[config.mk]
export PLATFORM = sky130hd
export DESIGN_NAME = gb3_ctrl
export DESIGN_NICKNAME = d
export VERILOG_FILES = /design/src/sv/gb3_pkg.sv /design/src/sv/gb3_ctrl.sv
export SDC_FILE = /design/constraint.sdc
export NUM_CORES = 1
export LEC_CHECK = 0
export BUFFER_PORTS_ARGS = -buffer_cell sky130_fd_sc_hd__buf_2
export CAP_MARGIN = 30
export CORE_AREA = 4 4 106 108
export DETAILED_ROUTE_END_ITERATION = 10
export DIE_AREA = 0 0 110 112
export GPL_TIMING_DRIVEN = 0
export PLACE_DENSITY = 0.72
export SLEW_MARGIN = 25
export SYNTH_ARGS = -nofsm -noshare
export SYNTH_HDL_FRONTEND = slang
export SYNTH_SLANG_ARGS = --single-unit
[constraint.sdc]
create_clock -name clk_i -period 8.6 [get_ports clk_i]
set_input_delay 1.72 -clock clk_i [delete_from_list [all_inputs] [get_ports clk_i]]
set_output_delay 1.72 -clock clk_i [all_outputs]
set_load 0.01 [all_outputs]
[src/sv/gb3_pkg.sv]
// Shared types and constants for the 3x3 RGBA blur.
// No dependencies; used by every module of the block.
package gb3_pkg;

  localparam int unsigned CFG_W          = 12;
  localparam int unsigned CH_W           = 8;
  localparam int unsigned NUM_CH         = 4;
  localparam int unsigned PIX_W          = CH_W * NUM_CH;
  localparam int unsigned DEF_MAX_WIDTH  = 2048;
  localparam int unsigned DEF_MAX_HEIGHT = 4095;
  localparam int unsigned RST_WIDTH      = 2048;
  localparam int unsigned RST_HEIGHT     = 2048;

  // corner and edge sums of four 8 bit values, full weighted sum up to 40 * 255
  localparam int unsigned GRP_W = 10;
  localparam int unsigned SUM_W = 14;

  // floor(x / 40) == (x * 52429) >> 21 for every x below 2^14
  localparam int unsigned    RECIP_W     = 16;
  localparam logic [15:0]    RECIP_40    = 16'd52429;
  localparam int unsigned    RECIP_SHIFT = 21;

  localparam int unsigned OFIFO_DEPTH = 8;

  typedef enum logic {
    REG_WIDTH  = 1'b0,
    REG_HEIGHT = 1'b1
  } cfg_reg_e;

  typedef logic [PIX_W-1:0] pix_t;

  // per-item decisions handed from the control front end to the datapath
  typedef struct packed {
    logic has_res;    // item releases one output pixel
    logic last;       // that pixel closes the frame
    logic shift;      // window advances
    logic wr;         // line store is written back
    logic drain;      // frame complete: reuse the stored row as bottom row
    logic left_mid;   // left column replicates the centre column
    logic right_new;  // right column is the incoming column
    logic top_rep;    // top row replicates the centre row
    logic bot_rep;    // bottom row replicates the centre row
  } ctl_t;

  typedef struct packed {
    logic [CH_W-1:0] red;
    logic [CH_W-1:0] green;
    logic [CH_W-1:0] blue;
    logic [CH_W-1:0] alpha;
    logic            frame_last;
  } res_t;

endpackage

[src/sv/gb3_ctrl.sv]
// Front end: size registers, raster counters and per-beat decisions.
// Depends on gb3_pkg; drives the line store read and the datapath controls.
module gb3_ctrl #(
  parameter  int unsigned MAX_WIDTH  = gb3_pkg::DEF_MAX_WIDTH,
  parameter  int unsigned MAX_HEIGHT = gb3_pkg::DEF_MAX_HEIGHT,
  localparam int unsigned CW         = $clog2(MAX_WIDTH),
  localparam int unsigned RW         = $clog2(MAX_HEIGHT + 2)
) (
  input  logic                       clk_i,
  input  logic                       rst_ni,
  input  logic                       cfg_valid_i,
  output logic                       cfg_ready_o,
  input  logic                       cfg_index_i,
  input  logic [gb3_pkg::CFG_W-1:0]  cfg_data_i,
  input  logic                       in_valid_i,
  input  logic                       in_stall_i,
  input  logic                       mode_i,
  output logic                       take_o,
  output gb3_pkg::ctl_t              ctl_o,
  output logic [CW-1:0]              addr_o
);
  import gb3_pkg::*;

  localparam int unsigned WEW = (CFG_W > CW + 1) ? CFG_W : CW + 1;
  localparam int unsigned HEW = (CFG_W > RW) ? CFG_W : RW;
  localparam int unsigned WLAST_RST = ((RST_WIDTH > MAX_WIDTH) ? MAX_WIDTH : RST_WIDTH) - 1;
  localparam int unsigned HLAST_RST =
      ((RST_HEIGHT > MAX_HEIGHT) ? MAX_HEIGHT : RST_HEIGHT) - 1;

  logic [CW-1:0]  wlast_q, wlast_d;
  logic [RW-1:0]  hlast_q, hlast_d;
  logic [CW-1:0]  col_q, col_d;
  logic [RW-1:0]  row_q, row_d;
  logic [WEW-1:0] wval;
  logic [HEW-1:0] hval;
  logic [CW-1:0]  col;
  logic [RW-1:0]  ctr_row;
  logic           drain, out_prev, out_cur, last;

  assign cfg_ready_o = 1'b1;

  // Keep the last valid column and row index; zero acts as one, oversize saturates.
  assign wval = WEW'(cfg_data_i);
  assign hval = HEW'(cfg_data_i);

  always_comb begin
    wlast_d = wlast_q;
    hlast_d = hlast_q;
    if (cfg_valid_i) begin
      unique case (cfg_index_i)
        REG_WIDTH: begin
          if (wval == '0) begin
            wlast_d = '0;
          end else if (wval > WEW'(MAX_WIDTH)) begin
            wlast_d = CW'(MAX_WIDTH - 1);
          end else begin
            wlast_d = CW'(wval - WEW'(1));
          end
        end
        REG_HEIGHT: begin
          if (hval == '0) begin
            hlast_d = '0;
          end else if (hval > HEW'(MAX_HEIGHT)) begin
            hlast_d = RW'(MAX_HEIGHT - 1);
          end else begin
            hlast_d = RW'(hval - HEW'(1));
          end
        end
      endcase
    end
  end

  // Per-beat decisions
  assign col      = (col_q > wlast_q) ? wlast_q : col_q;
  assign drain    = row_q > hlast_q;
  assign out_prev = (col == '0) && (row_q >= RW'(2));
  assign out_cur  = (col != '0) && (row_q != '0);
  assign last     = out_prev && (row_q > hlast_q + RW'(1));
  assign ctr_row  = out_prev ? row_q - RW'(2) : row_q - RW'(1);

  always_comb begin
    ctl_o.has_res   = out_prev || out_cur;
    ctl_o.last      = last;
    ctl_o.shift     = !last;
    ctl_o.wr        = !last && !drain;
    ctl_o.drain     = drain;
    ctl_o.left_mid  = out_prev ? (wlast_q == '0) : (col == CW'(1));
    ctl_o.right_new = !out_prev;
    ctl_o.top_rep   = ctr_row == '0;
    ctl_o.bot_rep   = ctr_row >= hlast_q;
  end

  // A flush beat before the frame is complete is dropped.
  assign take_o = in_valid_i && !in_stall_i && (drain || !mode_i);
  assign addr_o = col;

  always_comb begin
    col_d = col_q;
    row_d = row_q;
    if (take_o) begin
      if (last) begin
        col_d = '0;
        row_d = '0;
      end else if (col == wlast_q) begin
        col_d = '0;
        row_d = row_q + RW'(1);
      end else begin
        col_d = col + CW'(1);
      end
    end
  end

  always_ff @(posedge clk_i or negedge rst_ni) begin
    if (!rst_ni) begin
      wlast_q <= CW'(WLAST_RST);
      hlast_q <= RW'(HLAST_RST);
      col_q   <= '0;
      row_q   <= '0;
    end else begin
      wlast_q <= wlast_d;
      hlast_q <= hlast_d;
      col_q   <= col_d;
      row_q   <= row_d;
    end
  end

endmodule

## Word-level counts from Yosys, hierarchy flattened

Cells that the tools add are included.

| operators by class | value |
|---|---|
| add/subtract/negate cells | 7 |
| multiply operators | 0 |
| divide/modulo/power cells | 0 |
| $lt $le $gt $ge | 7 |
| eq/ne operators | 2 |
| shift-type cells | 0 |
| muxes and demuxes | 11 |
| bitwise gates (word level) | 1 |
| reduce and logical (&&, ||, !) cells | 24 |

Operator list:

| operator | count |
|---|---|
| $mux 13 | 5 |
| $mux 11 | 5 |
| $add 13x1->13 const B | 2 |
| $gt 13x13->1 | 2 |
| $logic_not 13->1 | 2 |
| $gt 12x12->1 const B | 2 |
| $logic_not 11->1 | 2 |
| $ge 13x13->1 | 1 |
| $ge 13x2->1 const B | 1 |
| $reduce_bool 13->1 | 1 |
| $sub 12x1->13 const B | 1 |
| $sub 13x1->13 const B | 1 |
| $sub 13x2->13 const B | 1 |
| $logic_not 12->1 | 1 |
| $add 11x1->11 const B | 1 |
| $eq 11x1->1 const B | 1 |
| $eq 11x11->1 | 1 |
| $gt 11x11->1 | 1 |
| $reduce_bool 11->1 | 1 |
| $sub 11x1->11 const B | 1 |
| $logic_and 1x1->1 | 6 |
| $reduce_and 2->1 | 3 |
| $logic_not 1->1 | 5 |
| $logic_or 1x1->1 | 2 |
| 3 further kinds | 3 |

| word-level totals | value |
|---|---|
| register bits | 48 |
| bits in latches | 0 |
| bits in writable memories | 0 |
| memory bits (read-only) | 0 |
| input bits | 19 |
| output and inout bits | 22 |
| word-level logic and storage cells | 56 |
| memories | 0 |

## Logic depth before layout (Yosys ltp)

| logic depth | value |
|---|---|
| depth in word-level cells | 7 |
| gate-level depth with buffers | 24 |
| depth with buffers taken out | 22 |

## Least setup slack after synthesis

OpenSTA, ideal clock, no wires.

| timing path | value |
|---|---|
| path kind | register to output |
| start | register wlast_q[4] |
| end | output port ctl_o[0] (netlist name) |
| arrival time | 4620 ps |
| data required time | 6880 ps |
| setup slack | 2260 ps |
| cell stages (with the launch flop) | 24 |
| buffers on the path | 1 |
| path through | dfstp_2 -> inv_1 -> ha_1 -> a21oi_1 -> o21ai_0 -> a2111oi_4 -> nor2_1 -> buf_2 -> mux2i_1 -> ha_1 -> o41a_1 -> nand3_1 -> a2111oi_1 -> xor2_1 -> ha_1 -> nand4_1 -> nor2_1 -> nor2_1 -> nand3_1 -> a21o_1 -> a21oi_1 -> nor2b_1 -> o21ai_0 -> nand2_1 |

RTL lines:

| what | RTL line | source |
|---|---|---|
| from (decl) | gb3_ctrl.sv:30 | `logic [CW-1:0] wlast_q, wlast_d;` |
| from (signal assigned) | gb3_ctrl.sv:115 | `wlast_q <= CW'(WLAST_RST);` |
| from (signal assigned) | gb3_ctrl.sv:120 | `wlast_q <= wlast_d;` |
| to (decl) | gb3_ctrl.sv:19 | `output gb3_pkg::ctl_t ctl_o,` |

==> run metrics <==
outcome=finished, final reports clean; post_cts resized=0; sequential element share of the synthesized area=0.255; number of routed nets with antenna violations=0; most common cell after layout, fill and taps aside=ha_1; HP Class=flop to flop; worst hold path startpoint=hlast_q[8]; Slew headroom=0.566; Avg WL per Cell=roughly 17 um; Cell Area, Placed=between 5000 and 6000 um^2; Post-Syn Instances=about 580; Die W=110 um; Clock transition at path regs=about 90 ps; P&R area growth vs syn=10.3%; postcts setup bufs=0; Slew @ Worst Pin=around 640 ps; crit path launch=wlast_q[10]; # DRC=0; crit-path max FO=10; Fin Clk Skew=~12 ps; Buf+Inv Stages, Crit Path=3; Iteration-0 DRC Markers=~160; pwr dens=between 200 and 250 nW/um^2; synth warn=0; Cells after DPL=about 750; CTS Buffer Depth=2; global-route wire length before repair=slightly above 20,000 um; Mapped Avg Cell Area=between 8 and 9 um^2; Yosys reg bits=48; initial antenna violation count=0; GRT Util Overall=0.208; antenna cells=0; Clock Tree Root=clkbuf_8; RSZ-0062 raised after global routing=no; fraction of registers with async set or reset after synthesis=1.00; Post-Syn Area=4820 um^2; setup violators final=0; Post-synth EDFFs=0; CTS Buf Count=5; Netlist cell types=between 60 and 70; Final Non-Filler Cells=between 700 and 800; Die Y=about 110 um; clock sinks=48; Worst Path Required=6880 ps; Tcrit/Tclk final=0.890; synthesized net count=approximately 660; Rows=37; Crit Path Class=flop to output pin; CTS tree=done; vias in the first global route=~4,200; TNS Setup=0 ps; crit start category=flop; Skew-Pair Late Insertion Delay=310 ps; global placement routability congestion=about 0.93; CP dominant cell by count=ha_1; nets=between 700 and 800; max-cap violations=0; fin crit period=~7700 ps; P_leak=0.00244 uW; vias per cell=slightly below 6; Hold Violations, Final=0; commonest cells after routing, fill and taps aside=ha_1 (61), inv_1 (46), nand2_1 (45); Filler cells=950; IO Pins=41; CP cell instances=inv_1 -> ha_1 -> nand4_1 -> a211oi_1 -> a2111oi_4 -> nor2_1 -> buf_2 -> mux2i_1 -> ha_1 -> o41a_1 -> nand3_1 -> a2111oi_1 -> xor2_1 -> ha_1 -> nand4_1 -> nor2_1 -> o21ai_0 -> nand3_1 -> a21o_1 -> a21oi_1 -> nor2b_1 -> o21ai_0 -> nand2_1 -> buf_2; Slew Limit Fails=0; post-DP HPWL=10,300 um; via count=4,429; delay of the slowest critical-path stage=between 500 and 600 ps; Design Area, Final=5310 um^2; fmax=0.131 GHz; RR Startpoint=wlast_q[10]; Synth Flop Type=dfrtp_1; Final Power=1110 uW; Die Area=~12,000 um^2; first-pass iteration count of the detailed router=5; GRT overflow=0; layout cell share with drive strength beyond 1=0.152; H-tree depth=2; largest net degree at the start of global routing=49; initial core utilization=0.471; Slowest-stage cell, CP=dfstp_2; Worst VDD drop=between 0.0001 and 0.00015 V; PortBufs=39; CORE AREA=just over 10,000 um^2; CP endpoint kind=output pin; Arr. time, crit path=between 5000 and 6000 ps; CTS Hold Bufs=0; final core occ=0.519; cell family with most CP delay=compound AO/OA/AOI/OAI gates; Routed WL=12,900 um
-- through the flow --
step	worst slack (ps)	hold slack [ps]
after floorplan	2260	457
after global placement	1440	471
after detailed placement	1390	474
after CTS	1000	487
after global routing	518	546
final	943	483
-- worst reg2reg max path: cells and delay by family, from the launching register on --
kind	cells	cell delay (ps)
buf+inv	4	1030
mux	1	390
compound gates	7	1690
flops	1	570
fa+ha+maj	2	640
simple gates	3	530
-- path summary, 6_finish.rpt --
path	end	slack (ps)	cells after the start
max reg2reg	row_q[9]	3620	17
min	hlast_q[8]	480	2
max in group asynchronous	col_q[4]	6780	1
min in group asynchronous	hlast_q[11]	1420	1
min reg2reg	hlast_q[8]	480	2
max	ctl_o[0]	940	24
-- flip-flops by register name, indices dropped and copies added (netlist names) --
register / count
hlast_q: 13
row_q: 13
col_q: 11
wlast_q: 11
-- metal layers --
metal  vias to the layer above  wire (um)  track usage
met4                         0        255       0.0590
met2                       127       6290        0.356
met1                      2097       5760        0.268
li1                       2177          -            -
met3                        28        561       0.0330
met5                         -          0            0
-- power breakdown --
| part | switching (uW) | internal (uW) |
|---|---|---|
| Combinational | 332 | 267 |
| Clock | 80.5 | 86.2 |
| Sequential | 69.0 | 277 |
| Total | 482 | 630 |
-- synth_stat cells (all sizes together), types with 14 or more instances --
cell type	instances	share of area
nand3	22	0.023
inv	46	0.036
nor3	18	0.019
xnor2	34	0.062
a21oi	37	0.038
ha	61	0.16
dfrtp	26	0.14
nand4	14	0.018
nor2	30	0.024
o21ai	43	0.045
clkbuf	16	0.012
dfstp	22	0.12
nand2	46	0.036
xor2	15	0.027
-- area by class of cell --
| cell class | instances | area [um^2] | area share |
|---|---|---|---|
| buffer | 24 | 125 | 0.0236 |
| clock buffer | 5 | 68.8 | 0.0130 |
| clock inverter | 3 | 42.5 | 0.00801 |
| inverter | 46 | 173 | 0.0325 |
| multi-input combinational | 459 | 3300 | 0.621 |
| sequential | 48 | 1230 | 0.231 |
| tap | 136 | 170 | 0.0320 |
| timing repair buffer | 40 | 205 | 0.0386 |
-- logic make-up (layout without fill, tap and decap cells) --
family,count (synthesis),count (layout),share of synthesized area
simple gates,186,186,0.201
compound gates,146,146,0.199
buf+inv,70,118,0.0618
fa+ha+maj,62,62,0.161
xor+xnor,49,49,0.0891
flops,48,48,0.255
mux,15,15,0.0322
other cells,1,1,0.000778
Power figures use the tool's default switching activity.
