===== src/sv/gb3_pkg.sv =====
// Shared types and constants for the 3x3 RGBA blur.
// No dependencies; used by every module of the block.
package gb3_pkg;

  localparam int unsigned CFG_W          = 12;
  localparam int unsigned CH_W           = 8;
  localparam int unsigned NUM_CH         = 4;
  localparam int unsigned PIX_W          = CH_W * NUM_CH;
  localparam int unsigned DEF_MAX_WIDTH  = 2048;
  localparam int unsigned DEF_MAX_HEIGHT = 4095;
  localparam int unsigned RST_WIDTH      = 2048;
  localparam int unsigned RST_HEIGHT     = 2048;

  // corner and edge sums of four 8 bit values, full weighted sum up to 40 * 255
  localparam int unsigned GRP_W = 10;
  localparam int unsigned SUM_W = 14;

  // floor(x / 40) == (x * 52429) >> 21 for every x below 2^14
  localparam int unsigned    RECIP_W     = 16;
  localparam logic [15:0]    RECIP_40    = 16'd52429;
  localparam int unsigned    RECIP_SHIFT = 21;

  localparam int unsigned OFIFO_DEPTH = 8;

  typedef enum logic {
    REG_WIDTH  = 1'b0,
    REG_HEIGHT = 1'b1
  } cfg_reg_e;

  typedef logic [PIX_W-1:0] pix_t;

  // per-item decisions handed from the control front end to the datapath
  typedef struct packed {
    logic has_res;    // item releases one output pixel
    logic last;       // that pixel closes the frame
    logic shift;      // window advances
    logic wr;         // line store is written back
    logic drain;      // frame complete: reuse the stored row as bottom row
    logic left_mid;   // left column replicates the centre column
    logic right_new;  // right column is the incoming column
    logic top_rep;    // top row replicates the centre row
    logic bot_rep;    // bottom row replicates the centre row
  } ctl_t;

  typedef struct packed {
    logic [CH_W-1:0] red;
    logic [CH_W-1:0] green;
    logic [CH_W-1:0] blue;
    logic [CH_W-1:0] alpha;
    logic            frame_last;
  } res_t;

endpackage


===== src/sv/gb3_filter.sv =====
// Datapath: line store write-back with forwarding, 3x3 window, weighted sum, /40.
// Depends on gb3_pkg; sits behind gb3_ctrl and feeds gb3_ofifo.
module gb3_filter #(
  parameter  int unsigned MAX_WIDTH = gb3_pkg::DEF_MAX_WIDTH,
  localparam int unsigned AW        = $clog2(MAX_WIDTH)
) (
  input  logic                       clk_i,
  input  logic                       rst_ni,
  input  logic                       take_i,
  input  gb3_pkg::ctl_t              ctl_i,
  input  logic [AW-1:0]              addr_i,
  input  gb3_pkg::pix_t              pix_i,
  input  logic [2*gb3_pkg::PIX_W-1:0] rdata_i,
  output logic                       we_o,
  output logic [AW-1:0]              waddr_o,
  output logic [2*gb3_pkg::PIX_W-1:0] wdata_o,
  output logic                       push_o,
  output gb3_pkg::res_t              res_o
);
  import gb3_pkg::*;

  localparam int unsigned PROD_W = SUM_W + RECIP_W;

  // stage B: line store data returns
  logic            b_vld_q;
  ctl_t            b_ctl_q;
  logic [AW-1:0]   b_addr_q;
  pix_t            b_pix_q;
  logic            fwd_q;
  logic [2*PIX_W-1:0] fwd_data_q;
  logic [2*PIX_W-1:0] rd;
  pix_t            older, prev;
  pix_t            nc  [3];
  pix_t            lft [3];
  pix_t            rgt [3];
  pix_t            win_q [3][2];
  pix_t            top_l, top_m, top_r, mid_l, mid_r, ctr_px, bot_l, bot_m, bot_r;
  logic [GRP_W-1:0] corner_d [NUM_CH];
  logic [GRP_W-1:0] edge_d   [NUM_CH];

  // stage C: group sums
  logic             c_vld_q;
  logic             c_last_q;
  logic [GRP_W-1:0] corner_q [NUM_CH];
  logic [GRP_W-1:0] edge_q   [NUM_CH];
  logic [CH_W-1:0]  centre_q [NUM_CH];
  logic [SUM_W-1:0] sum_d    [NUM_CH];

  // stage D: weighted sums
  logic             d_vld_q;
  logic             d_last_q;
  logic [SUM_W-1:0] sum_q    [NUM_CH];
  logic [PROD_W-1:0] prod    [NUM_CH];

  always_ff @(posedge clk_i) begin
    if (take_i) begin
      b_ctl_q  <= ctl_i;
      b_addr_q <= addr_i;
      b_pix_q  <= pix_i;
    end
    fwd_data_q <= wdata_o;
  end

  // The RAM returns stale data when the next beat reads the entry being written.
  always_ff @(posedge clk_i or negedge rst_ni) begin
    if (!rst_ni) begin
      b_vld_q <= 1'b0;
      fwd_q   <= 1'b0;
    end else begin
      b_vld_q <= take_i;
      fwd_q   <= take_i && we_o && (addr_i == b_addr_q);
    end
  end

  assign rd    = fwd_q ? fwd_data_q : rdata_i;
  assign older = rd[PIX_W-1:0];
  assign prev  = rd[2*PIX_W-1:PIX_W];

  // entry layout: upper half the row above, lower half the row two above
  assign we_o    = b_vld_q && b_ctl_q.wr;
  assign waddr_o = b_addr_q;
  assign wdata_o = {b_pix_q, prev};

  assign nc[0] = older;
  assign nc[1] = prev;
  assign nc[2] = b_ctl_q.drain ? prev : b_pix_q;

  // column 0 is the older of the two held columns, column 1 the newer
  always_ff @(posedge clk_i or negedge rst_ni) begin
    if (!rst_ni) begin
      for (int r = 0; r < 3; r++) begin
        win_q[r][0] <= '0;
        win_q[r][1] <= '0;
      end
    end else if (b_vld_q && b_ctl_q.shift) begin
      for (int r = 0; r < 3; r++) begin
        win_q[r][0] <= win_q[r][1];
        win_q[r][1] <= nc[r];
      end
    end
  end

  always_comb begin
    for (int r = 0; r < 3; r++) begin
      lft[r] = b_ctl_q.left_mid  ? win_q[r][1] : win_q[r][0];
      rgt[r] = b_ctl_q.right_new ? nc[r]       : win_q[r][1];
    end
  end

  // replicate the centre row at the top and bottom borders
  assign top_l  = b_ctl_q.top_rep ? lft[1]      : lft[0];
  assign top_m  = b_ctl_q.top_rep ? win_q[1][1] : win_q[0][1];
  assign top_r  = b_ctl_q.top_rep ? rgt[1]      : rgt[0];
  assign bot_l  = b_ctl_q.bot_rep ? lft[1]      : lft[2];
  assign bot_m  = b_ctl_q.bot_rep ? win_q[1][1] : win_q[2][1];
  assign bot_r  = b_ctl_q.bot_rep ? rgt[1]      : rgt[2];
  assign mid_l  = lft[1];
  assign mid_r  = rgt[1];
  assign ctr_px = win_q[1][1];

  always_comb begin
    for (int ch = 0; ch < NUM_CH; ch++) begin
      corner_d[ch] = GRP_W'(top_l[ch*CH_W +: CH_W]) + GRP_W'(top_r[ch*CH_W +: CH_W])
                   + GRP_W'(bot_l[ch*CH_W +: CH_W]) + GRP_W'(bot_r[ch*CH_W +: CH_W]);
      edge_d[ch]   = GRP_W'(top_m[ch*CH_W +: CH_W]) + GRP_W'(bot_m[ch*CH_W +: CH_W])
                   + GRP_W'(mid_l[ch*CH_W +: CH_W]) + GRP_W'(mid_r[ch*CH_W +: CH_W]);
    end
  end

  always_ff @(posedge clk_i) begin
    c_last_q <= b_ctl_q.last;
    for (int ch = 0; ch < NUM_CH; ch++) begin
      corner_q[ch] <= corner_d[ch];
      edge_q[ch]   <= edge_d[ch];
      centre_q[ch] <= ctr_px[ch*CH_W +: CH_W];
    end
  end

  // weights 1, 4 and 20 (16 + 4)
  always_comb begin
    for (int ch = 0; ch < NUM_CH; ch++) begin
      sum_d[ch] = SUM_W'(corner_q[ch]) + (SUM_W'(edge_q[ch]) << 2)
                + (SUM_W'(centre_q[ch]) << 4) + (SUM_W'(centre_q[ch]) << 2);
    end
  end

  always_ff @(posedge clk_i) begin
    d_last_q <= c_last_q;
    for (int ch = 0; ch < NUM_CH; ch++) begin
      sum_q[ch] <= sum_d[ch];
    end
  end

  always_ff @(posedge clk_i or negedge rst_ni) begin
    if (!rst_ni) begin
      c_vld_q <= 1'b0;
      d_vld_q <= 1'b0;
    end else begin
      c_vld_q <= b_vld_q && b_ctl_q.has_res;
      d_vld_q <= c_vld_q;
    end
  end

  // divide by 40 through the reciprocal
  always_comb begin
    for (int ch = 0; ch < NUM_CH; ch++) begin
      prod[ch] = PROD_W'(sum_q[ch]) * PROD_W'(RECIP_40);
    end
  end

  assign push_o           = d_vld_q;
  assign res_o.red        = prod[0][RECIP_SHIFT +: CH_W];
  assign res_o.green      = prod[1][RECIP_SHIFT +: CH_W];
  assign res_o.blue       = prod[2][RECIP_SHIFT +: CH_W];
  assign res_o.alpha      = prod[3][RECIP_SHIFT +: CH_W];
  assign res_o.frame_last = d_last_q;

endmodule


===== config.mk =====
export PLATFORM = sky130hd
export DESIGN_NAME = gb3_filter
export DESIGN_NICKNAME = d
export VERILOG_FILES = /design/src/sv/gb3_pkg.sv /design/src/sv/gb3_filter.sv
export SDC_FILE = /design/constraint.sdc
export NUM_CORES = 2
export LEC_CHECK = 0
export ABC_AREA = 1
export BUFFER_PORTS_ARGS = -buffer_cell sky130_fd_sc_hd__buf_2
export CAP_MARGIN = 0
export CORE_ASPECT_RATIO = 1.25
export CORE_MARGIN = 8
export CORE_UTILIZATION = 30
export DETAILED_ROUTE_END_ITERATION = 16
export PLACE_DENSITY = 0.54
export SLEW_MARGIN = 20
export SYNTH_ARGS = -nofsm -noshare
export SYNTH_HDL_FRONTEND = slang
export SYNTH_SLANG_ARGS = --single-unit
export TNS_END_PERCENT = 1

===== constraint.sdc =====
create_clock -name clk_i -period 7.7 [get_ports clk_i]
set_clock_uncertainty 0.1 [all_clocks]
set_input_delay 1.155 -clock clk_i [delete_from_list [all_inputs] [get_ports clk_i]]
set_output_delay 1.155 -clock clk_i [all_outputs]
set_load 0.02 [all_outputs]

### Word-level counts from Yosys, hierarchy flattened

Memories as Yosys holds them, arrays and structs flattened.
Index checks and enable logic that the tools add are counted.

* memories kept: 4
* input port bits: 119
* register bits: 314
* output and inout port bits: 110
* word-level logic and storage cells: 88
* memory bits (writable): 168

Memory list
* sum_q: depth 4, width 14, rd ports 4, clocked after Yosys merged registers in 0, write ports 4, line gb3_filter.sv:52 `logic [SUM_W-1:0] sum_q [NUM_CH];`
* corner_q: depth 4, width 10, rd ports 4, clocked after Yosys merged registers in 0, write ports 4, line gb3_filter.sv:44 `logic [GRP_W-1:0] corner_q [NUM_CH];`
* edge_q: depth 4, width 10, rd ports 4, clocked after Yosys merged registers in 0, write ports 4, line gb3_filter.sv:45 `logic [GRP_W-1:0] edge_q [NUM_CH];`
* centre_q: depth 4, width 8, rd ports 4, clocked after Yosys merged registers in 0, write ports 4, line gb3_filter.sv:46 `logic [CH_W-1:0] centre_q [NUM_CH];`

* add/sub/neg operators: 36
* eq/ne operators: 1
* reduce and logical (&&, ||, !) cells: 5
* multiply operators: 4
* multiplexer cells: 14

Operators by type and width (number)
* $mux 32: 13
* $mul 14x16->29 const B: 4
* $add 10x8->10: 8
* $add 9x8->10: 8
* $add 8x8->9: 8
* $mux 64: 1
* $add 14x10->14: 4
* $add 10x12->13: 4
* $add 13x12->14: 3
* $add 14x12->14: 1
* $eq 11x11->1: 1
* $logic_and 1x1->1: 5

### Depth between registers and ports, before layout

* word-level depth: 6
* gate-level depth with buffers: 25
* gate-level depth less buffers: 24

### Least setup slack after synthesis

Ideal clock, no wire load.

* kind: reg2out
* start: memory sum_q[0][8]
* end: output port res_o[27] (netlist bit)
* stages on the path, launching flop included: 21
* slack: 2.069 ns
* data required time: 6.445 ns
* arrival time: 4.376 ns
* cells stage by stage: dfxtp_1 > ha_1 > fa_1 > inv_1 > fa_1 > fa_1 > inv_1 > fa_1 > inv_1 > fa_1 > inv_1 > ha_1 > nand2_1 > nor2_1 > nand2_1 > nor2_1 > nand3_1 > nand3_1 > nand2_1 > nand2_1 > buf_4

RTL lines
* start: declaration: line gb3_filter.sv:52
* end: declaration: line gb3_filter.sv:18 `output gb3_pkg::res_t res_o`

==> flow_metrics.env <==
export IMPL_synth_cell_types=38
export IMPL_root_buffer="clkbuf_16"
export IMPL_final_cell_mix="nand2_1, inv_1, ha_1"
export IMPL_synth_ff_latch_count=482
export IMPL_vias=32700
export IMPL_drt_iter0_drc=1634
export IMPL_met2_usage_pct=23.6
export IMPL_numPortBuffers=228
export IMPL_worstPathRequired_ns=6.44
export IMPL_post_cts_buffers=0
export IMPL_ant_nets=0
export IMPL_die_x_um=353
export IMPL_final_max_slew_viol_count=0
export IMPL_slowest_stage="fa_1"
export IMPL_cts_hold_fix_buffers=0
export IMPL_cpLargestDelayFamily="adder cells"
export IMPL_finalWeightedCongestion=0.864
export IMPL_grt_max_degree=147
export IMPL_slew_headroom_pct=39.1
export IMPL_syn_avg_cell_area_um2=8.13
export IMPL_insertion_delay_ns=0.65
export IMPL_final_common_cell="nand2_1"
export IMPL_gr_usage_met3_pct=2.48
export IMPL_clkTransAtPathRegs_ns=0.06
export IMPL_rsz0062_at_grt="false"
export IMPL_layout_drive_gt1_share_pct=7.07
export IMPL_start_util_pct=30.1
export IMPL_cts_tree="built"
export IMPL_dieArea_um2=155000
export IMPL_cp_end_kind="output pin"
export IMPL_path_cells="ha_1 > fa_1 > inv_1 > fa_1 > fa_1 > inv_1 > fa_1 > inv_1 > fa_1 > inv_1 > ha_1 > nand2_1 > nor2_1 > nand2_1 > nor3_1 > nand2_1 > nand3_1 > nand2_1 > nand2_1 > buf_2"
export IMPL_cp_start_kind="flop"
export IMPL_synth_edff_count=52
export IMPL_place_hpwl_um=91300
export IMPL_num_nets_final=6399
export IMPL_die_h_um=438
export IMPL_track_usage_pct=14.6
export IMPL_fillers=15000
export IMPL_synthCells=5251
export IMPL_path_class="reg2out"
export IMPL_cap_violations=0
export IMPL_grt_pass1_wl_um=183000
export IMPL_drt_vias_per_instance=4.49
export IMPL_status="finished clean"
export IMPL_clock_sinks=482
export IMPL_hold_violations=0
export IMPL_grt_pass1_vias=33600
export IMPL_syn_nets=6297
export IMPL_cts_resized=0
export IMPL_crit_arrival_ns=5.35
export IMPL_antenna_found_initial=8
export IMPL_grt_overflow_total=0
export IMPL_cts_buffers=57
export IMPL_drc_errors=0
export IMPL_syn_to_final_growth_pct=10.6
export IMPL_ys_top_cells_by_area="fa_1, ha_1, dfrtp_1"
export IMPL_hold_path_class="reg2reg"
export IMPL_yosysSeqAreaShare_pct=26.1
export IMPL_htree_levels=2
export IMPL_ys_async_sr_fraction_pct=40.7
export IMPL_min_period_ns=6.61
export IMPL_yosysWarnings=0
export IMPL_top_usage_layer="met2"
export IMPL_syn_area_um2=42700
export IMPL_max_stage_delay_ns=0.58
export IMPL_synth_largest_area_cell="fa_1"
export IMPL_synthFlopType="dfxtp_1"
export IMPL_io_pins=229
export IMPL_fin_tns_setup_ns=0
export IMPL_worst_pin_slew_ns=0.913
export IMPL_coreArea_um2=142000
export IMPL_use_met1_pct=20.4
export IMPL_routed_wl_um=114000
export IMPL_fp_row_count=155
export IMPL_fmax_mhz=151
export IMPL_period_share_pct=85.8
export IMPL_worstPathMaxFanout=5
export IMPL_finalSetupViolations=0
export IMPL_first_pass_iters=5
export IMPL_cts_buffer_depth=3
export IMPL_wl_per_cell_um=15.7
export IMPL_cp_num_buf_inv=5
export IMPL_yosysTopAreaCellShare_pct=19.1
==> path summary, 6_finish.rpt <==
| path | startpoint | end | slack, ns | cells after the start |
|---|---|---|---|---|
| worst max-delay path | sum_q[1][8] | res_o[23] | 1.09 | 20 |
| worst min-delay path | corner_q[0][0] | sum_q[0][0] | 0.23 | 0 |
| worst max register to register | b_ctl_q[3] | corner_q[1][9] | 2.59 | 16 |
| worst min register to register | corner_q[0][0] | sum_q[0][0] | 0.23 | 0 |
| max in group asynchronous | rst_ni | win_q[162] | 5.48 | 2 |
| min in group asynchronous | rst_ni | win_q[51] | 0.43 | 1 |
==> layer usage <==
| layer | part of all wire [%] | up-vias |
|---|---|---|
| li1 | - | 16700 |
| met1 | 49 | 15300 |
| met2 | 44 | 676 |
| met3 | 5.3 | 125 |
| met4 | 2.2 | 4 |
| met5 | 0.019 | - |
==> cell type report <==
cell class,instances,area (um2),area share [%]
Multi-Input combinational cell,3551,26600,56.3
Clock inverter,18,194,0.411
Inverter,1010,3790,8.03
Antenna cell,6,15.0,0.0318
Clock buffer,90,1750,3.71
Sequential cell,482,11200,23.6
Tap cell,1884,2360,4.99
Timing Repair Buffer,251,1360,2.88
==> state kept, by name (all words and copies together), names as in the netlist <==
register / flops
win_q: 160
d_last_q: 1
centre_q: 32
edge_q: 40
b_vld_q: 1
fwd_data_q: 64
b_ctl_q: 9
ctr_px: 32
c_vld_q: 1
b_pix_q: 32
corner_q: 40
sum_q: 56
fwd_q: 1
waddr_o: 11
c_last_q: 1
push_o: 1
==> kinds of logic (layout without fill, tap and decap cells) <==
logic type,count (synthesis),count (layout),share of synthesized area [%]
AO/OA/AOI/OAI,869,869,10.7
XOR/XNOR,85,85,1.74
adder cells (fa/ha/maj),927,927,34.3
buffers and inverters,1218,1369,11.6
flip-flops,482,482,26.1
other,0,6,0
AND/OR/NAND/NOR,1670,1670,15.6
==> metrics by stage <==
stage	setup WS, ns	area [um2]	hold WS [ns]	instances	utilization [%]
after global routing	0.717	47200	0.240	7286	33.3
after detailed placement	1.70	45300	0.215	7178	31.9
after CTS	1.03	47200	0.225	7286	33.3
final	1.09	47200	0.227	7292	33.3
after floorplan	2.07	42700	0.210	5251	-
after global placement	1.67	45300	0.212	7178	31.9
==> worst register-to-register path, stage by stage, from the launching register on <==
cell and delay (ns):
edfxtp_1 0.32, buf_4 0.41, clkinv_2 0.67, buf_4 0.54
o21ai_0 0.26, a21oi_1 0.06, a21oi_1 0.17, fa_1 0.45
fa_1 0.51, ha_1 0.18, inv_1 0.07, fa_1 0.47
o21ai_0 0.31, nand2_1 0.09, nand2_1 0.10, a21oi_1 0.07
o21bai_1 0.22
==> synthesized netlist by cell type (all sizes together), types with 16 or more instances <==
| cell type | instances |
|---|---|
| nor3 | 16 |
| nor2 | 159 |
| dfrtp | 196 |
| nand3 | 158 |
| edfxtp | 52 |
| inv | 1009 |
| o211ai | 26 |
| nand2 | 1281 |
| xnor2 | 22 |
| buf | 133 |
| ha | 520 |
| o21ai | 515 |
| fa | 407 |
| dfxtp | 234 |
| clkbuf | 75 |
| xor2 | 63 |
| nand4 | 46 |
| a21oi | 292 |
Power is not shown: default switching activity piles up to over one toggle a cycle in this logic, so the estimate is an artifact.
