==> config.mk <==
export PLATFORM = sky130hd
export DESIGN_NAME = gb3_ofifo
export DESIGN_NICKNAME = d
export VERILOG_FILES = /design/src/sv/gb3_pkg.sv /design/src/sv/gb3_ofifo.sv
export SDC_FILE = /design/constraint.sdc
export NUM_CORES = 1
export LEC_CHECK = 0
export ABC_CLOCK_PERIOD_IN_PS = 3900
export BUFFER_PORTS_ARGS = -buffer_cell sky130_fd_sc_hd__buf_4
export CAP_MARGIN = 0
export CORE_ASPECT_RATIO = 0.75
export CORE_UTILIZATION = 45
export CTS_CLUSTER_SIZE = 24
export DETAILED_ROUTE_END_ITERATION = 10
export PLACE_DENSITY = 0.67
export SYNTH_ARGS = -nofsm -noshare
export SYNTH_HDL_FRONTEND = slang
export SYNTH_SLANG_ARGS = --single-unit
==> constraint.sdc <==
create_clock -name clk_i -period 3.9 [get_ports clk_i]
set_input_delay 0.585 -clock clk_i [delete_from_list [all_inputs] [get_ports clk_i]]
set_output_delay 0.585 -clock clk_i [all_outputs]
set_load 0.02 [all_outputs]
==> src/sv/gb3_pkg.sv <==
// Shared types and constants for the 3x3 RGBA blur.
// No dependencies; used by every module of the block.
package gb3_pkg;

  localparam int unsigned CFG_W          = 12;
  localparam int unsigned CH_W           = 8;
  localparam int unsigned NUM_CH         = 4;
  localparam int unsigned PIX_W          = CH_W * NUM_CH;
  localparam int unsigned DEF_MAX_WIDTH  = 2048;
  localparam int unsigned DEF_MAX_HEIGHT = 4095;
  localparam int unsigned RST_WIDTH      = 2048;
  localparam int unsigned RST_HEIGHT     = 2048;

  // corner and edge sums of four 8 bit values, full weighted sum up to 40 * 255
  localparam int unsigned GRP_W = 10;
  localparam int unsigned SUM_W = 14;

  // floor(x / 40) == (x * 52429) >> 21 for every x below 2^14
  localparam int unsigned    RECIP_W     = 16;
  localparam logic [15:0]    RECIP_40    = 16'd52429;
  localparam int unsigned    RECIP_SHIFT = 21;

  localparam int unsigned OFIFO_DEPTH = 8;

  typedef enum logic {
    REG_WIDTH  = 1'b0,
    REG_HEIGHT = 1'b1
  } cfg_reg_e;

  typedef logic [PIX_W-1:0] pix_t;

  // per-item decisions handed from the control front end to the datapath
  typedef struct packed {
    logic has_res;    // item releases one output pixel
    logic last;       // that pixel closes the frame
    logic shift;      // window advances
    logic wr;         // line store is written back
    logic drain;      // frame complete: reuse the stored row as bottom row
    logic left_mid;   // left column replicates the centre column
    logic right_new;  // right column is the incoming column
    logic top_rep;    // top row replicates the centre row
    logic bot_rep;    // bottom row replicates the centre row
  } ctl_t;

  typedef struct packed {
    logic [CH_W-1:0] red;
    logic [CH_W-1:0] green;
    logic [CH_W-1:0] blue;
    logic [CH_W-1:0] alpha;
    logic            frame_last;
  } res_t;

endpackage

==> src/sv/gb3_ofifo.sv <==
// Credit-counted output queue: a taken beat with a result reserves a slot.
// Depends on gb3_pkg; decouples the datapath from the output stall.
module gb3_ofifo (
  input  logic          clk_i,
  input  logic          rst_ni,
  input  logic          resv_i,
  input  logic          push_i,
  input  gb3_pkg::res_t res_i,
  output logic          stall_o,
  output logic          out_valid_o,
  input  logic          out_stall_i,
  output gb3_pkg::res_t res_o
);
  import gb3_pkg::*;

  localparam int unsigned PW   = $clog2(OFIFO_DEPTH);
  localparam int unsigned CNTW = $clog2(OFIFO_DEPTH + 1);

  res_t            mem_q [OFIFO_DEPTH];
  logic [PW-1:0]   wr_ptr_q, wr_ptr_d;
  logic [PW-1:0]   rd_ptr_q, rd_ptr_d;
  logic [CNTW-1:0] cnt_q, cnt_d;
  logic [CNTW-1:0] cred_q, cred_d;
  logic            pop;

  assign out_valid_o = cnt_q != '0;
  assign pop         = out_valid_o && !out_stall_i;
  assign res_o       = mem_q[rd_ptr_q];
  assign stall_o     = cred_q == CNTW'(OFIFO_DEPTH);

  always_comb begin
    wr_ptr_d = wr_ptr_q;
    rd_ptr_d = rd_ptr_q;
    if (push_i) begin
      wr_ptr_d = (wr_ptr_q == PW'(OFIFO_DEPTH - 1)) ? '0 : wr_ptr_q + PW'(1);
    end
    if (pop) begin
      rd_ptr_d = (rd_ptr_q == PW'(OFIFO_DEPTH - 1)) ? '0 : rd_ptr_q + PW'(1);
    end
    cnt_d  = cnt_q + CNTW'(push_i) - CNTW'(pop);
    cred_d = cred_q + CNTW'(resv_i) - CNTW'(pop);
  end

  always_ff @(posedge clk_i) begin
    if (push_i) begin
      mem_q[wr_ptr_q] <= res_i;
    end
  end

  always_ff @(posedge clk_i or negedge rst_ni) begin
    if (!rst_ni) begin
      wr_ptr_q <= '0;
      rd_ptr_q <= '0;
      cnt_q    <= '0;
      cred_q   <= '0;
    end else begin
      wr_ptr_q <= wr_ptr_d;
      rd_ptr_q <= rd_ptr_d;
      cnt_q    <= cnt_d;
      cred_q   <= cred_d;
    end
  end

endmodule

After elaboration in Yosys (flattened, before gate mapping)
Memory sizes are Yosys's and may differ from the RTL's.
Index checks and enable logic that the tools add are counted.
{"block": "op_classes", "addsub": 6, "n_eq_ne": 3, "mux": 4, "reduce_logical": 3}
{"cell": "adder 4 x 1 -> 4 bit", "n": 2}
{"cell": "subtractor 4 x 1 -> 4 bit", "n": 2}
{"cell": "adder 3 x 1 -> 3 bit (second input constant)", "n": 2}
{"cell": "equality test 3 bit (second input constant)", "n": 2}
{"cell": "two-way mux 3 bit", "n": 2}
{"cell": "equality test 4 bit (second input constant)", "n": 1}
{"cell": "nonzero test 4 bit", "n": 1}
{"cell": "two-way mux 1 bit", "n": 2}
{"cell": "logical AND 1 bit", "n": 1}
{"cell": "zero test 1 bit", "n": 1}
{"block": "word_totals", "reg_bits": 14, "mem_bits_rw": 264, "out_inout_bits": 35, "elab_cells": 21, "n_memories": 1}
{"memory": "mem_q", "words": 8, "word_bits": 33, "rd": 1, "rd_clocked_by_memory_dff": 0, "wr": 1, "line": "gb3_ofifo.sv:19", "text": "res_t mem_q [OFIFO_DEPTH];"}

Depth between registers and ports, before layout
Gate-level depths: netlist (run 1).
{"block": "logic_depth", "depth_word": 3, "mapped_depth": 8, "mapped_depth_nobuf": 8}

Least setup slack after synthesis (run 1)
OpenSTA, ideal clock, no wires.
{"block": "synth_path", "kind": "input to register", "from": "input push_i", "to": "memory mem_q[0][0] (netlist bit) (enable)", "arrival_ns": 2.952, "slack_ns": 0.484, "cell_stages": 2, "cell_sequence": "nand2b_1 > nor3_1"}
{"block": "synth_between", "elab_chain_cells": 2}
{"element": "start: declaration", "line": "gb3_ofifo.sv:7", "text": "input logic push_i,"}
{"element": "two-way mux 1 bit", "line": "gb3_ofifo.sv:45", "text": "if (push_i) begin"}
{"element": "two-way mux 1 bit (implied by the code)", "line": "gb3_ofifo.sv:46", "text": "mem_q[wr_ptr_q] <= res_i;"}
{"element": "end: declaration", "line": "gb3_ofifo.sv:19"}
Every way passes these cells.

==> out/qor.csv, run 1 <==
stage;metric;value;unit
global_routing;grt.total_usage;0.169;
worst_setup_path;worstReg2RegEnd;cred_q[2]$_DFF_PN0_;
layout;nets;607;
clocking;insertion_delay;530;ps
place;place_hpwl;11.4;mm
clocking;cts_tree;built;
logic_synthesis;syn_area_per_cell;23.8;sq um
logic_synthesis;synth-seq-cells;278;
power_and_ir_drop;p_per_area;786;nW/um^2
layout;syn2layout_area_growth;17.4;%
drt;via_per_inst;5.46;
timing;rsz0062_at_grt;no;
place;dp.cells;825;
logic_synthesis;ys.warnings.count;0;
drt;wirelength;19.9;mm
die;dieArea;24700;sq um
timing;fin_skew;22.5;ps
worst_setup_path;setup.worst_path.start_class;register;
timing;setup_viol;0;
clocking;clockRootBuffer;clkbuf_16;
worst_setup_path;critPathCaptureType;output port;
die;coreArea;23300;sq um
timing;max_freq;0.311;GHz
die;die_w;181;um
logic_synthesis;yosysUniqueCellTypes;27;
power_and_ir_drop;power;0.0100;W
drt;drt_iter0_markers;434;
timing;hold_viol;0;
clocking;clock_sinks;278;
place;portBuffers;72;
die;io_pins;73;
timing;holdWs;288;ps
place;gp_congestion;0.694;
worst_setup_path;rr_worst_depth;8;
logic_synthesis;yosysMostFrequentCell;edfxtp_1;
flow_run;cap_violations;0;
global_routing;antenna_found_initial;0;
logic_synthesis;syn_inst;456;
worst_setup_path;required;3310;ps
worst_hold_path;hp-class;in -> reg;
die;die_h;136;um
die;start_util;0.465;
layout;fin_cells;875;
logic_synthesis;yosys-top-cells-count;264 x edfxtp_1, 59 x mux4_2, 21 x mux2_2;
logic_synthesis;yosysSeqAreaShare;0.763;
drt;via_count;4776;
status;status;finished clean;
global_routing;grt_max_degree;59;
logic_synthesis;syn_area;10800;sq um
global_routing;grt_pass1_vias;5309;
clocking;numCtsBuffers;27;
clocking;cts_buffer_depth;3;
drt;ant_nets;0;
logic_synthesis;async_reset_ff_frac;0.0504;
global_routing;grt_pass1_wl;30.8;mm
drt;firstDrtPassIters;6;
layout;final_layout_size_suffix_gt1_frac;0.416;
layout;multi_input_area;2460;sq um
worst_setup_path;ff2ff_setup_slack;1560;ps
power_and_ir_drop;p_leak;4.34;nW
logic_synthesis;synth_edf_count;264;
worst_setup_path;critPathMaxFanout;20;
timing;slew_headroom;0.373;
worst_setup_path;critPathKind;reg -> out;
logic_synthesis;synthTopCellsByArea;edfxtp_1 73%, mux4_2 12%, dfrtp_1 3.2%, mux2_4 2.5%, mux2_2 2.2%;
logic_synthesis;yosys.area.top_type_share;0.731;
layout;final_util;0.546;
timing;slew_viol_final;0;
worst_hold_path;hold_path_depth;1;
drt;drc;0;
timing;period_share;0.826;
layout;antenna_cells;0;
timing;period_minus_slack;3220;ps
worst_setup_path;critPathArrivalTime;2630;ps
power_and_ir_drop;max-vdd-ir-drop;429;uV
layout;register_area;8280;sq um
drt;wl_per_cell;22.7;um
worst_hold_path;min_to;mem_q[3][3]$_DFFE_PP_;
clocking;clk_pin_slew_worst_paths;60;ps
worst_hold_path;holdCritStartpoint;res_i[3];
global_routing;grt-ovfl-total;0;
logic_synthesis;syn_nets;508;
clocking;post_cts_buffers;0;
layout;fill_cells;1734;
timing;worst_pin_slew;938;ps
die;rows;48;
worst_setup_path;regToRegStartpoint;cnt_q[2]$_DFF_PN0_;
timing;setup_tns;0;ps
clocking;cts_htree_levels;1;
logic_synthesis;yosys.area.top_type;edfxtp_1;
logic_synthesis;synth_top_flop_cell;edfxtp_1;
state kept, by name, indices dropped and copies added, names as in the netlist:
register and count:
wr_ptr_q 3, cred_q 4, rd_ptr_q 3, cnt_q 4, mem_q 264
what timing repair did:
item / 4_1_cts / 5_1_grt
hold endpoints to repair: 14 / 0
hold buffers: 1 / 0
gates resized for setup: 0 / 0
metrics by stage:
stage	instance area [sq um]	setup WS [ps]
global route	12700	553
CTS	12700	609
global placement	11800	1200
floorplan	10800	484
detailed placement	11800	1180
finish	12700	680
layer usage:
layer  GRT usage  part of all wire  vias to the layer above
met2       0.287              0.49                      113
li1            -                 -                     2107
met1       0.224              0.44                     2527
met5           0                 0                        -
met3      0.0340             0.048                       29
met4      0.0471             0.018                        0
worst max-delay path, stage by stage (launching register included):
cell and delay [ps]:
dfrtp_4 670, buf_4 390, mux4_1 600, mux2_4 290, buf_4 160
power breakdown:
part	switching, W	internal (W)
Combinational	0.00167	0.00170
Sequential	0.000252	0.00378
Clock	0.00107	0.00155
Total	0.00299	0.00702
worst max path at each step:
stage / endpoint / slack, ps / from / cells past startpoint
5_1_grt: res_o[27] / 550 / rd_ptr_q[0]$_DFFE_PN0P_ / 4
4_1_cts: res_o[27] / 610 / rd_ptr_q[0]$_DFFE_PN0P_ / 4
6_report: res_o[27] / 680 / rd_ptr_q[0]$_DFFE_PN0P_ / 4
3_3_place_gp: res_o[27] / 1200 / rd_ptr_q[0]$_DFFE_PN0P_ / 4
3_5_place_dp: res_o[27] / 1180 / rd_ptr_q[0]$_DFFE_PN0P_ / 4
2_1_floorplan: mem_q[0][0]$_DFFE_PP_ / 480 / push_i / 2
area by class of cell:
cell class / instances / share of cell area
sequential: 278 / 0.651
multi-input combinational: 152 / 0.193
clock buffer: 33 / 0.0548
timing repair buffer: 89 / 0.0546
tap: 300 / 0.0295
clock inverter: 16 / 0.0152
inverter: 7 / 0.00206
layout by cell type, fill, tap and decap left out:
cell	count
edfxtp_1	264
buf_4	86
mux4_2	59
clkbuf_16	27
mux2_2	21
mux2_4	18
ha_1	12
dfrtp_1	11
inv_1	7
mux4_1	7
clkinv_2	7
nor2_4	6
clkbuf_1	6
nand2b_1	5
bufinv_16	4
nor2_1	3
a21oi_1	3
xor2_1	3
nand2_1	3
nor2b_1	2
a21o_1	2
xnor2_1	2
nor3_2	2
fa_1	2
clkinvlp_4	2
buf_12	2
dfrtp_2	2
nor3b_1	1
mux2_1	1
clkinv_4	1
inv_8	1
clkinv_1	1
dlygate4sd3_1	1
dfrtp_4	1
cell families after synthesis:
family	after synthesis	share of synthesized area
compound gates	5	0.00277
xor+xnor	5	0.00404
fa+ha+maj	14	0.0175
buf+inv	26	0.0152
flops	278	0.763
mux	106	0.187
simple gates	22	0.00981
Power figures use the tool's default switching activity.
==> inputs of run 2 (changes only) <==
--- a/config.mk
+++ b/config.mk
@@ -5,7 +5,7 @@
 export SDC_FILE = /design/constraint.sdc
 export NUM_CORES = 1
 export LEC_CHECK = 0
-export ABC_CLOCK_PERIOD_IN_PS = 3900
+export ABC_CLOCK_PERIOD_IN_PS = 3150
 export BUFFER_PORTS_ARGS = -buffer_cell sky130_fd_sc_hd__buf_4
 export CAP_MARGIN = 0
 export CORE_ASPECT_RATIO = 0.75
==> constraint.sdc (replaced) <==
create_clock -name clk_i -period 3.15 [get_ports clk_i]
set_input_delay 0.4725 -clock clk_i [delete_from_list [all_inputs] [get_ports clk_i]]
set_output_delay 0.4725 -clock clk_i [all_outputs]
set_load 0.02 [all_outputs]
==> run 2 against run 1 <==
Against the previous run:
- combinational power is 27% higher
- worst hold slack worse by 120 ps
- flip-flop and latch count stayed put
- cell count is 0.34% higher
- worst setup slack worse by 510 ps
- via count is 1.2% higher
- clock skew is 16 ps lower
==> out/qor.csv, run 2 (synthesis results as in run 1) <==
stage;metric;value;unit;change
worst_setup_path;critPathCaptureType;output port;;
worst_setup_path;cpMaxStageDelayCell;dfrtp_4;;
clocking;cts_tree;built;;
timing;slew_headroom;0.577;;+0.204
layout;final_cell_mix;264 x edfxtp_1, 83 x buf_4, 59 x mux4_2;;
global_routing;grt_pass1_wl;31.0;mm;+0.63%
clocking;numCtsBuffers;27;;unchanged
global_routing;antenna_found_initial;0;;unchanged
layout;syn2layout_area_growth;17.5;%;about the same
layout;nets;609;;+0.33%
drt;drt_iter0_markers;351;;-19%
global_routing;grt-ovfl-total;0;;unchanged
drt;via_per_inst;5.50;;+0.85%
clocking;clockRootBuffer;clkbuf_16;;
die;io_pins;73;;unchanged
layout;register_area;8280;sq um;unchanged
worst_setup_path;crit_path_max_incr_delay;640;ps;-30 ps
timing;max_freq;0.336;GHz;
global_routing;grt_pass1_vias;5265;;-0.83%
timing;setup_ws;171;ps;-509 ps
drt;drc;0;;unchanged
worst_setup_path;ff2ff_setup_slack;1080;ps;-480 ps
place;place_hpwl;11.8;mm;+3.8%
clocking;clk_pin_slew_worst_paths;60;ps;about the same
clocking;cts_resized;0;;unchanged
worst_setup_path;setup.worst_path.start_class;register;;
power_and_ir_drop;p_per_area;957;nW/um^2;+22%
layout;final_layout_size_suffix_gt1_frac;0.410;;-0.00562
power_and_ir_drop;max-vdd-ir-drop;559;uV;+30%
place;place_area;11900;sq um;+0.76%
power_and_ir_drop;power;0.0122;W;+22%
drt;wirelength;20.2;mm;+1.8%
place;gp_congestion;0.703;;+1.2%
worst_setup_path;critPathMaxFanout;31;;+55%
timing;hold_viol;0;;unchanged
worst_setup_path;regToRegStartpoint;cnt_q[2]$_DFF_PN0_;;
worst_setup_path;required;2680;ps;-630 ps
timing;worst_pin_slew;635;ps;-303 ps
layout;antenna_cells;0;;unchanged
timing;setup_tns;0;ps;unchanged
drt;via_count;4833;;+1.2%
worst_hold_path;hp-class;in -> reg;;
layout;largest_registers;mem_q: 264 flops, cnt_q: 4 flops, cred_q: 4 flops;;
worst_setup_path;worstSetupEndpoint;res_o[29];;
clocking;insertion_delay;520;ps;about the same
worst_setup_path;rr_worst_depth;8;;unchanged
die;coreArea;23300;sq um;unchanged
place;pre_cts_ws;666;ps;-513 ps
die;start_util;0.465;;unchanged
drt;ant_nets;0;;unchanged
flow_run;cap_violations;0;;unchanged
status;status;finished clean;;
layout;final_common_cell;edfxtp_1;;
place;portBuffers;72;;unchanged
clocking;cts_buffer_depth;3;;unchanged
timing;fin_skew;6.47;ps;-16.0 ps
die;rows;48;;unchanged
layout;largest_reg_flops;264;;unchanged
timing;rsz0062_at_grt;no;;
worst_setup_path;critPathKind;reg -> out;;
worst_setup_path;critPathArrivalTime;2510;ps;-120 ps
die;die_w;181;um;unchanged
drt;wl_per_cell;23.0;um;+1.4%
timing;slew_viol_final;0;;unchanged
global_routing;grt_max_degree;39;;-34%
clocking;clock_sinks;278;;unchanged
die;dieArea;24700;sq um;unchanged
worst_setup_path;worstReg2RegEnd;cnt_q[2]$_DFF_PN0_;;
layout;fin_area;12700;sq um;about the same
place;dp.cells;827;;+0.24%
drt;firstDrtPassIters;4;;-2
die;die_h;136;um;unchanged
timing;period_minus_slack;2980;ps;
clocking;cts_htree_levels;1;;unchanged
timing;setup_viol;0;;unchanged
worst_setup_path;worstSetupStartpoint;rd_ptr_q[0]$_DFFE_PN0P_;;
layout;fin_cells;878;;+0.34%
worst_setup_path;crit_chain;buf_12 > mux4_1 > mux2_4 > buf_4;;
timing;period_share;0.946;;
layout;fill_cells;1755;;+1.2%
layout;multi_input_area;2470;sq um;+0.51%
power_and_ir_drop;p_leak;4.33;nW;-0.25%
global_routing;grt.total_usage;0.171;;+0.00154
layout;regMostFlops;mem_q;;
-- run 2: changes by cell type in the layout (fill, tap and decap cells not counted), sizes merged --
cell | previous run | this run
clkinv | 9 | 13
bufinv | 4 | 1
inv | 8 | 9
buf | 88 | 90
clkbuf | 33 | 32
-- run 2: worst min-delay path by stage --
| stage | start | endpoint | slack [ps] | depth (start not counted) |
|---|---|---|---|---|
| 3_5_place_dp | rst_ni | cred_q[1]$_DFF_PN0_ | 340 | 1 |
| 2_1_floorplan | rst_ni | cnt_q[0]$_DFF_PN0_ | 180 | 0 |
| 3_3_place_gp | rst_ni | cred_q[3]$_DFF_PN0_ | 330 | 1 |
| 4_1_cts | resv_i | cred_q[0]$_DFF_PN0_ | 140 | 2 |
| 5_1_grt | res_i[3] | mem_q[7][3]$_DFFE_PP_ | 160 | 1 |
| 6_report | resv_i | cred_q[0]$_DFF_PN0_ | 170 | 2 |
-- run 2: metal layers --
layer  share of wire  up-vias  global-route usage
met5               0        -                   0
met2            0.49      127               0.283
met1            0.43     2573               0.237
met4           0.016        0              0.0377
met3           0.058       28              0.0324
li1                -     2105                   -
-- run 2: cell type report --
cell class,count,area share
sequential,278,0.650
timing repair buffer,91,0.0607
tap,300,0.0295
inverter,7,0.00206
clock inverter,18,0.00933
clock buffer,32,0.0545
multi-input combinational,152,0.194
-- run 2: power by group --
| group | switching, W | internal [W] | total (W) |
|---|---|---|---|
| clock | 0.00129 | 0.00166 | 0.00295 |
| combinational | 0.00211 | 0.00215 | 0.00427 |
| sequential | 0.000302 | 0.00468 | 0.00498 |
-- run 2: what timing repair did --
item                      in CTS  in global routing
buffers inserted               0                  0
hold endpoints to repair      14                  0
hold buffers                   1                  0
-- run 2: per-stage QoR --
step / hold WS [ps] / util
6_report: 165 / 0.547
5_1_grt: 159 / 0.547
4_1_cts: 143 / 0.547
3_5_place_dp: 336 / 0.511
3_3_place_gp: 333 / 0.511
2_1_floorplan: 177 / -
-- run 2: worst max-delay path, delay by kind of cell, from the launching register on --
kind     cells  cell delay, ps
buf+inv      2             460
flops        1             640
mux          2             870
==> inputs of run 3 (changes only) <==
--- a/config.mk
+++ b/config.mk
@@ -5,14 +5,16 @@
 export SDC_FILE = /design/constraint.sdc
 export NUM_CORES = 1
 export LEC_CHECK = 0
+export ABC_AREA = 1
 export ABC_CLOCK_PERIOD_IN_PS = 3150
 export BUFFER_PORTS_ARGS = -buffer_cell sky130_fd_sc_hd__buf_4
 export CAP_MARGIN = 0
 export CORE_ASPECT_RATIO = 0.75
-export CORE_UTILIZATION = 45
+export CORE_UTILIZATION = 40
 export CTS_CLUSTER_SIZE = 24
 export DETAILED_ROUTE_END_ITERATION = 10
-export PLACE_DENSITY = 0.67
+export PLACE_DENSITY = 0.61
+export SLEW_MARGIN = 20
 export SYNTH_ARGS = -nofsm -noshare
 export SYNTH_HDL_FRONTEND = slang
 export SYNTH_SLANG_ARGS = --single-unit
==> run 3 against run 2 <==
Against the previous run:
- first-iteration DRC count grew 23%
- flip-flop and latch count unchanged
- largest power group is now combinational cells
- count of clock-buffer cells in the layout did not move
- combinational power increased by 13%
- cell area is 12% higher
- via count increased by 61%
- synthesized area is 14% higher
- non-clock buffer count fell by 1
- clock power rose by 15%
==> out/qor.csv, run 3 <==
stage;metric;value;unit;change
drt;wirelength;25.9;mm;+28%
clocking;numCtsBuffers;29;;+7.4%
clocking;cts_htree_levels;1;;unchanged
logic_synthesis;syn_nets;1288;;+150%
place;gp_congestion;0.743;;+5.7%
status;status;finished clean;;
place;portBuffers;72;;unchanged
die;rows;55;;+15%
timing;max_freq;0.366;GHz;+9.1%
drt;wl_per_cell;15.0;um;-35%
clocking;clockRootBuffer;clkbuf_16;;
place;dp.cells;1673;;+100%
power_and_ir_drop;pwr-share-seq;0.365;;-0.043
worst_setup_path;critPathCaptureType;output port;;
drt;via_count;7788;;+61%
logic_synthesis;syn_inst;1236;;+170%
power_and_ir_drop;p_sw_frac;0.369;;+0.0647
power_and_ir_drop;p_leak;6.61;nW;+53%
global_routing;grt-ovfl-total;0;;unchanged
power_and_ir_drop;comb_power_share;0.373;;+0.023
worst_hold_path;hold_path_depth;1;;-1
layout;final_layout_size_suffix_gt1_frac;0.106;;-0.304
clocking;clock_sinks;278;;unchanged
clocking;insertion_delay;550;ps;+30 ps
worst_hold_path;hp-class;in -> reg;;
layout;antenna_cells;0;;unchanged
logic_synthesis;async_reset_ff_frac;0.0504;;unchanged
global_routing;grt_max_degree;70;;+79%
worst_setup_path;required;2680;ps;about the same
worst_setup_path;regToRegStartpoint;cnt_q[2]$_DFF_PN0_;;
worst_setup_path;critPathArrivalTime;2260;ps;-250 ps
global_routing;antenna_found_initial;0;;unchanged
logic_synthesis;yosysMostFrequentCell;nand2_1;;
drt;via_per_inst;4.51;;-18%
logic_synthesis;synth_edf_count;264;;unchanged
logic_synthesis;synthTopCellsByArea;edfxtp_1 64%, nand2_1 14%, inv_1 8.6%, nand3_1 5.6%, dfrtp_1 2.8%;;
drt;wl_met3;1.27;mm;+7.4%
worst_setup_path;ff2ff_setup_slack;1100;ps;+20 ps
timing;rsz0062_at_grt;no;;
drt;ant_nets;0;;unchanged
power_and_ir_drop;p_sw;0.00478;W;+29%
layout;regMostFlops;mem_q;;
logic_synthesis;yosys.area.top_type_share;0.643;;-0.0881
global_routing;grt_pass1_vias;7266;;+38%
layout;final_common_cell;nand2_1;;
worst_setup_path;setup.worst_path.start_class;register;;
worst_hold_path;min_to;mem_q[7][10]$_DFFE_PP_;;
layout;largest_reg_flops;264;;unchanged
die;coreArea;30200;sq um;+30%
timing;period_share;0.867;;-0.0788
layout;largest_registers;mem_q: 264 flops, cnt_q: 4 flops, cred_q: 4 flops;;
die;io_pins;73;;unchanged
clocking;cts_tree;built;;
die;dieArea;31500;sq um;+28%
drt;drt_iter0_markers;430;;+23%
global_routing;grt.total_usage;0.167;;-0.00344
timing;setup_tns;0;ps;unchanged
logic_synthesis;ys.warnings.count;0;;unchanged
power_and_ir_drop;internal-power;0.00819;W;-3.6%
global_routing;grt_pass1_wl;40.5;mm;+31%
logic_synthesis;syn_area;12300;sq um;+14%
drt;drc;0;;unchanged
place;place_hpwl;14.1;mm;+19%
die;die_w;205;um;+13%
layout;multi_input_area;2740;sq um;+11%
worst_setup_path;critPathKind;reg -> out;;
timing;fin_skew;5.16;ps;-1.32 ps
drt;route.met2.wl;11.9;mm;+19%
logic_synthesis;syn_area_per_cell;9.98;sq um;-58%
logic_synthesis;synth-seq-cells;278;;unchanged
die;start_util;0.408;;-0.0572
timing;period_minus_slack;2730;ps;-248 ps
timing;worst_pin_slew;764;ps;+129 ps
layout;nets;1358;;+120%
logic_synthesis;yosysUniqueCellTypes;19;;-30%
layout;fin_cells;1726;;+97%
logic_synthesis;synth_top_flop_cell;edfxtp_1;;
worst_setup_path;critPathMaxFanout;69;;+120%
power_and_ir_drop;max-vdd-ir-drop;546;uV;-2.3%
power_and_ir_drop;p_per_area;906;nW/um^2;-5.3%
layout;register_area;8280;sq um;unchanged
clocking;clk_pin_slew_worst_paths;60;ps;about the same
worst_hold_path;holdCritStartpoint;res_i[10];;
drt;routed.top_layer;met4;;
logic_synthesis;yosys.area.top_type;edfxtp_1;;
worst_setup_path;rr_worst_depth;10;;+2
timing;hold_viol;0;;unchanged
clocking;cts_buffer_depth;3;;unchanged
layout;final_cell_mix;450 x nand2_1, 281 x inv_1, 264 x edfxtp_1;;
layout;syn2layout_area_growth;16.1;%;
logic_synthesis;yosys-top-cells-count;450 x nand2_1, 281 x inv_1, 264 x edfxtp_1;;
logic_synthesis;yosysSeqAreaShare;0.671;;-0.0920
layout;fill_cells;2770;;+58%
die;die_h;154;um;+13%
worst_setup_path;worstReg2RegEnd;cred_q[2]$_DFF_PN0_;;
drt;firstDrtPassIters;5;;+1
power_and_ir_drop;power;0.0130;W;+6.3%
drt;drt-met1-wl;12.3;mm;+41%
power_and_ir_drop;p_clk_frac;0.262;;+0.020
timing;slew_headroom;0.490;;-0.0863
timing;setup_viol;0;;unchanged
timing;slew_viol_final;0;;unchanged
flow_run;cap_violations;0;;unchanged
## run 3: changes by cell type in the layout (fill, tap and decap cells not counted), moves of 3 or more
cell and change:
bufinv_16 +3, nand2b_1 -5, inv_1 +274, buf_4 -3, nand2_1 +447, o21ai_0 +6, mux2_4 -18, nand3_1 +138
mux4_2 -59, clkinv_1 +3, mux2_2 -21, mux4_1 -7
## run 3: cell families (layout without fill, tap and decap cells)
family,count (synthesis),in the layout,share of synthesized area
buffers and inverters,334,425,0.111
flip-flops,278,278,0.671
AND/OR/NAND/NOR,598,598,0.196
AO/OA/AOI/OAI,8,8,0.00325
adder cells (fa/ha/maj),14,14,0.0154
XOR/XNOR,4,4,0.00284
## run 3: power by group through the flow
stage	sequential, W	combinational, W	clock (W)
2_1_floorplan	0.00475	0.00332	0
3_3_place_gp	0.00480	0.00483	0
5_1_grt	0.00478	0.00540	0.00360
4_1_cts	0.00474	0.00491	0.00347
6_report	0.00474	0.00484	0.00339
3_5_place_dp	0.00481	0.00488	0
## run 3: stage by stage
step	area [sq um]	worst slack [ps]	hold slack [ps]	util
final	14300	419	151	0.474
after global routing	14300	232	135	0.474
after CTS	14300	382	130	0.474
after detailed placement	13400	992	344	0.443
after global placement	13400	1000	345	0.443
after floorplan	12300	747	177	-
## run 3: final cells by class
cell class              count  area share
multi-input cells         624       0.192
flip-flops and latches    278       0.579
well taps                 399      0.0349
inverters                 283      0.0744
clock inverters            20      0.0134
repair buffers             90      0.0553
clock buffers              32      0.0515
## run 3: worst max-delay path by stage
stage | slack, ps | endpoint | startpoint | cells after the start
detailed placement | 990 | res_o[24] | rd_ptr_q[0]$_DFFE_PN0P_ | 7
global placement | 1000 | res_o[24] | rd_ptr_q[0]$_DFFE_PN0P_ | 7
CTS | 380 | res_o[24] | rd_ptr_q[0]$_DFFE_PN0P_ | 7
finish | 420 | res_o[24] | rd_ptr_q[0]$_DFFE_PN0P_ | 7
global route | 230 | res_o[24] | rd_ptr_q[0]$_DFFE_PN0P_ | 7
floorplan | 750 | mem_q[1][0]$_DFFE_PP_ | push_i | 2
## run 3: what timing repair did
action | CTS | global route
gates resized for setup | 0 | 0
setup buffers | 0 | 0
endpoints found under the hold margin | 14 | 0
hold buffers | 1 | 0
## run 3: metal layers
layer	vias to the layer above	global-route usage
met4	0	0.0384
met5	-	0
li1	3978	-
met1	3625	0.236
met3	36	0.0303
met2	149	0.267
## run 3: critical path: stages (launching register included)
cell and delay [ps]:
dfrtp_4 440, buf_4 600, nand2_1 130, nand3_1 110, nand2_1 50, nand2_1 50, nand2_1 110, buf_4 180
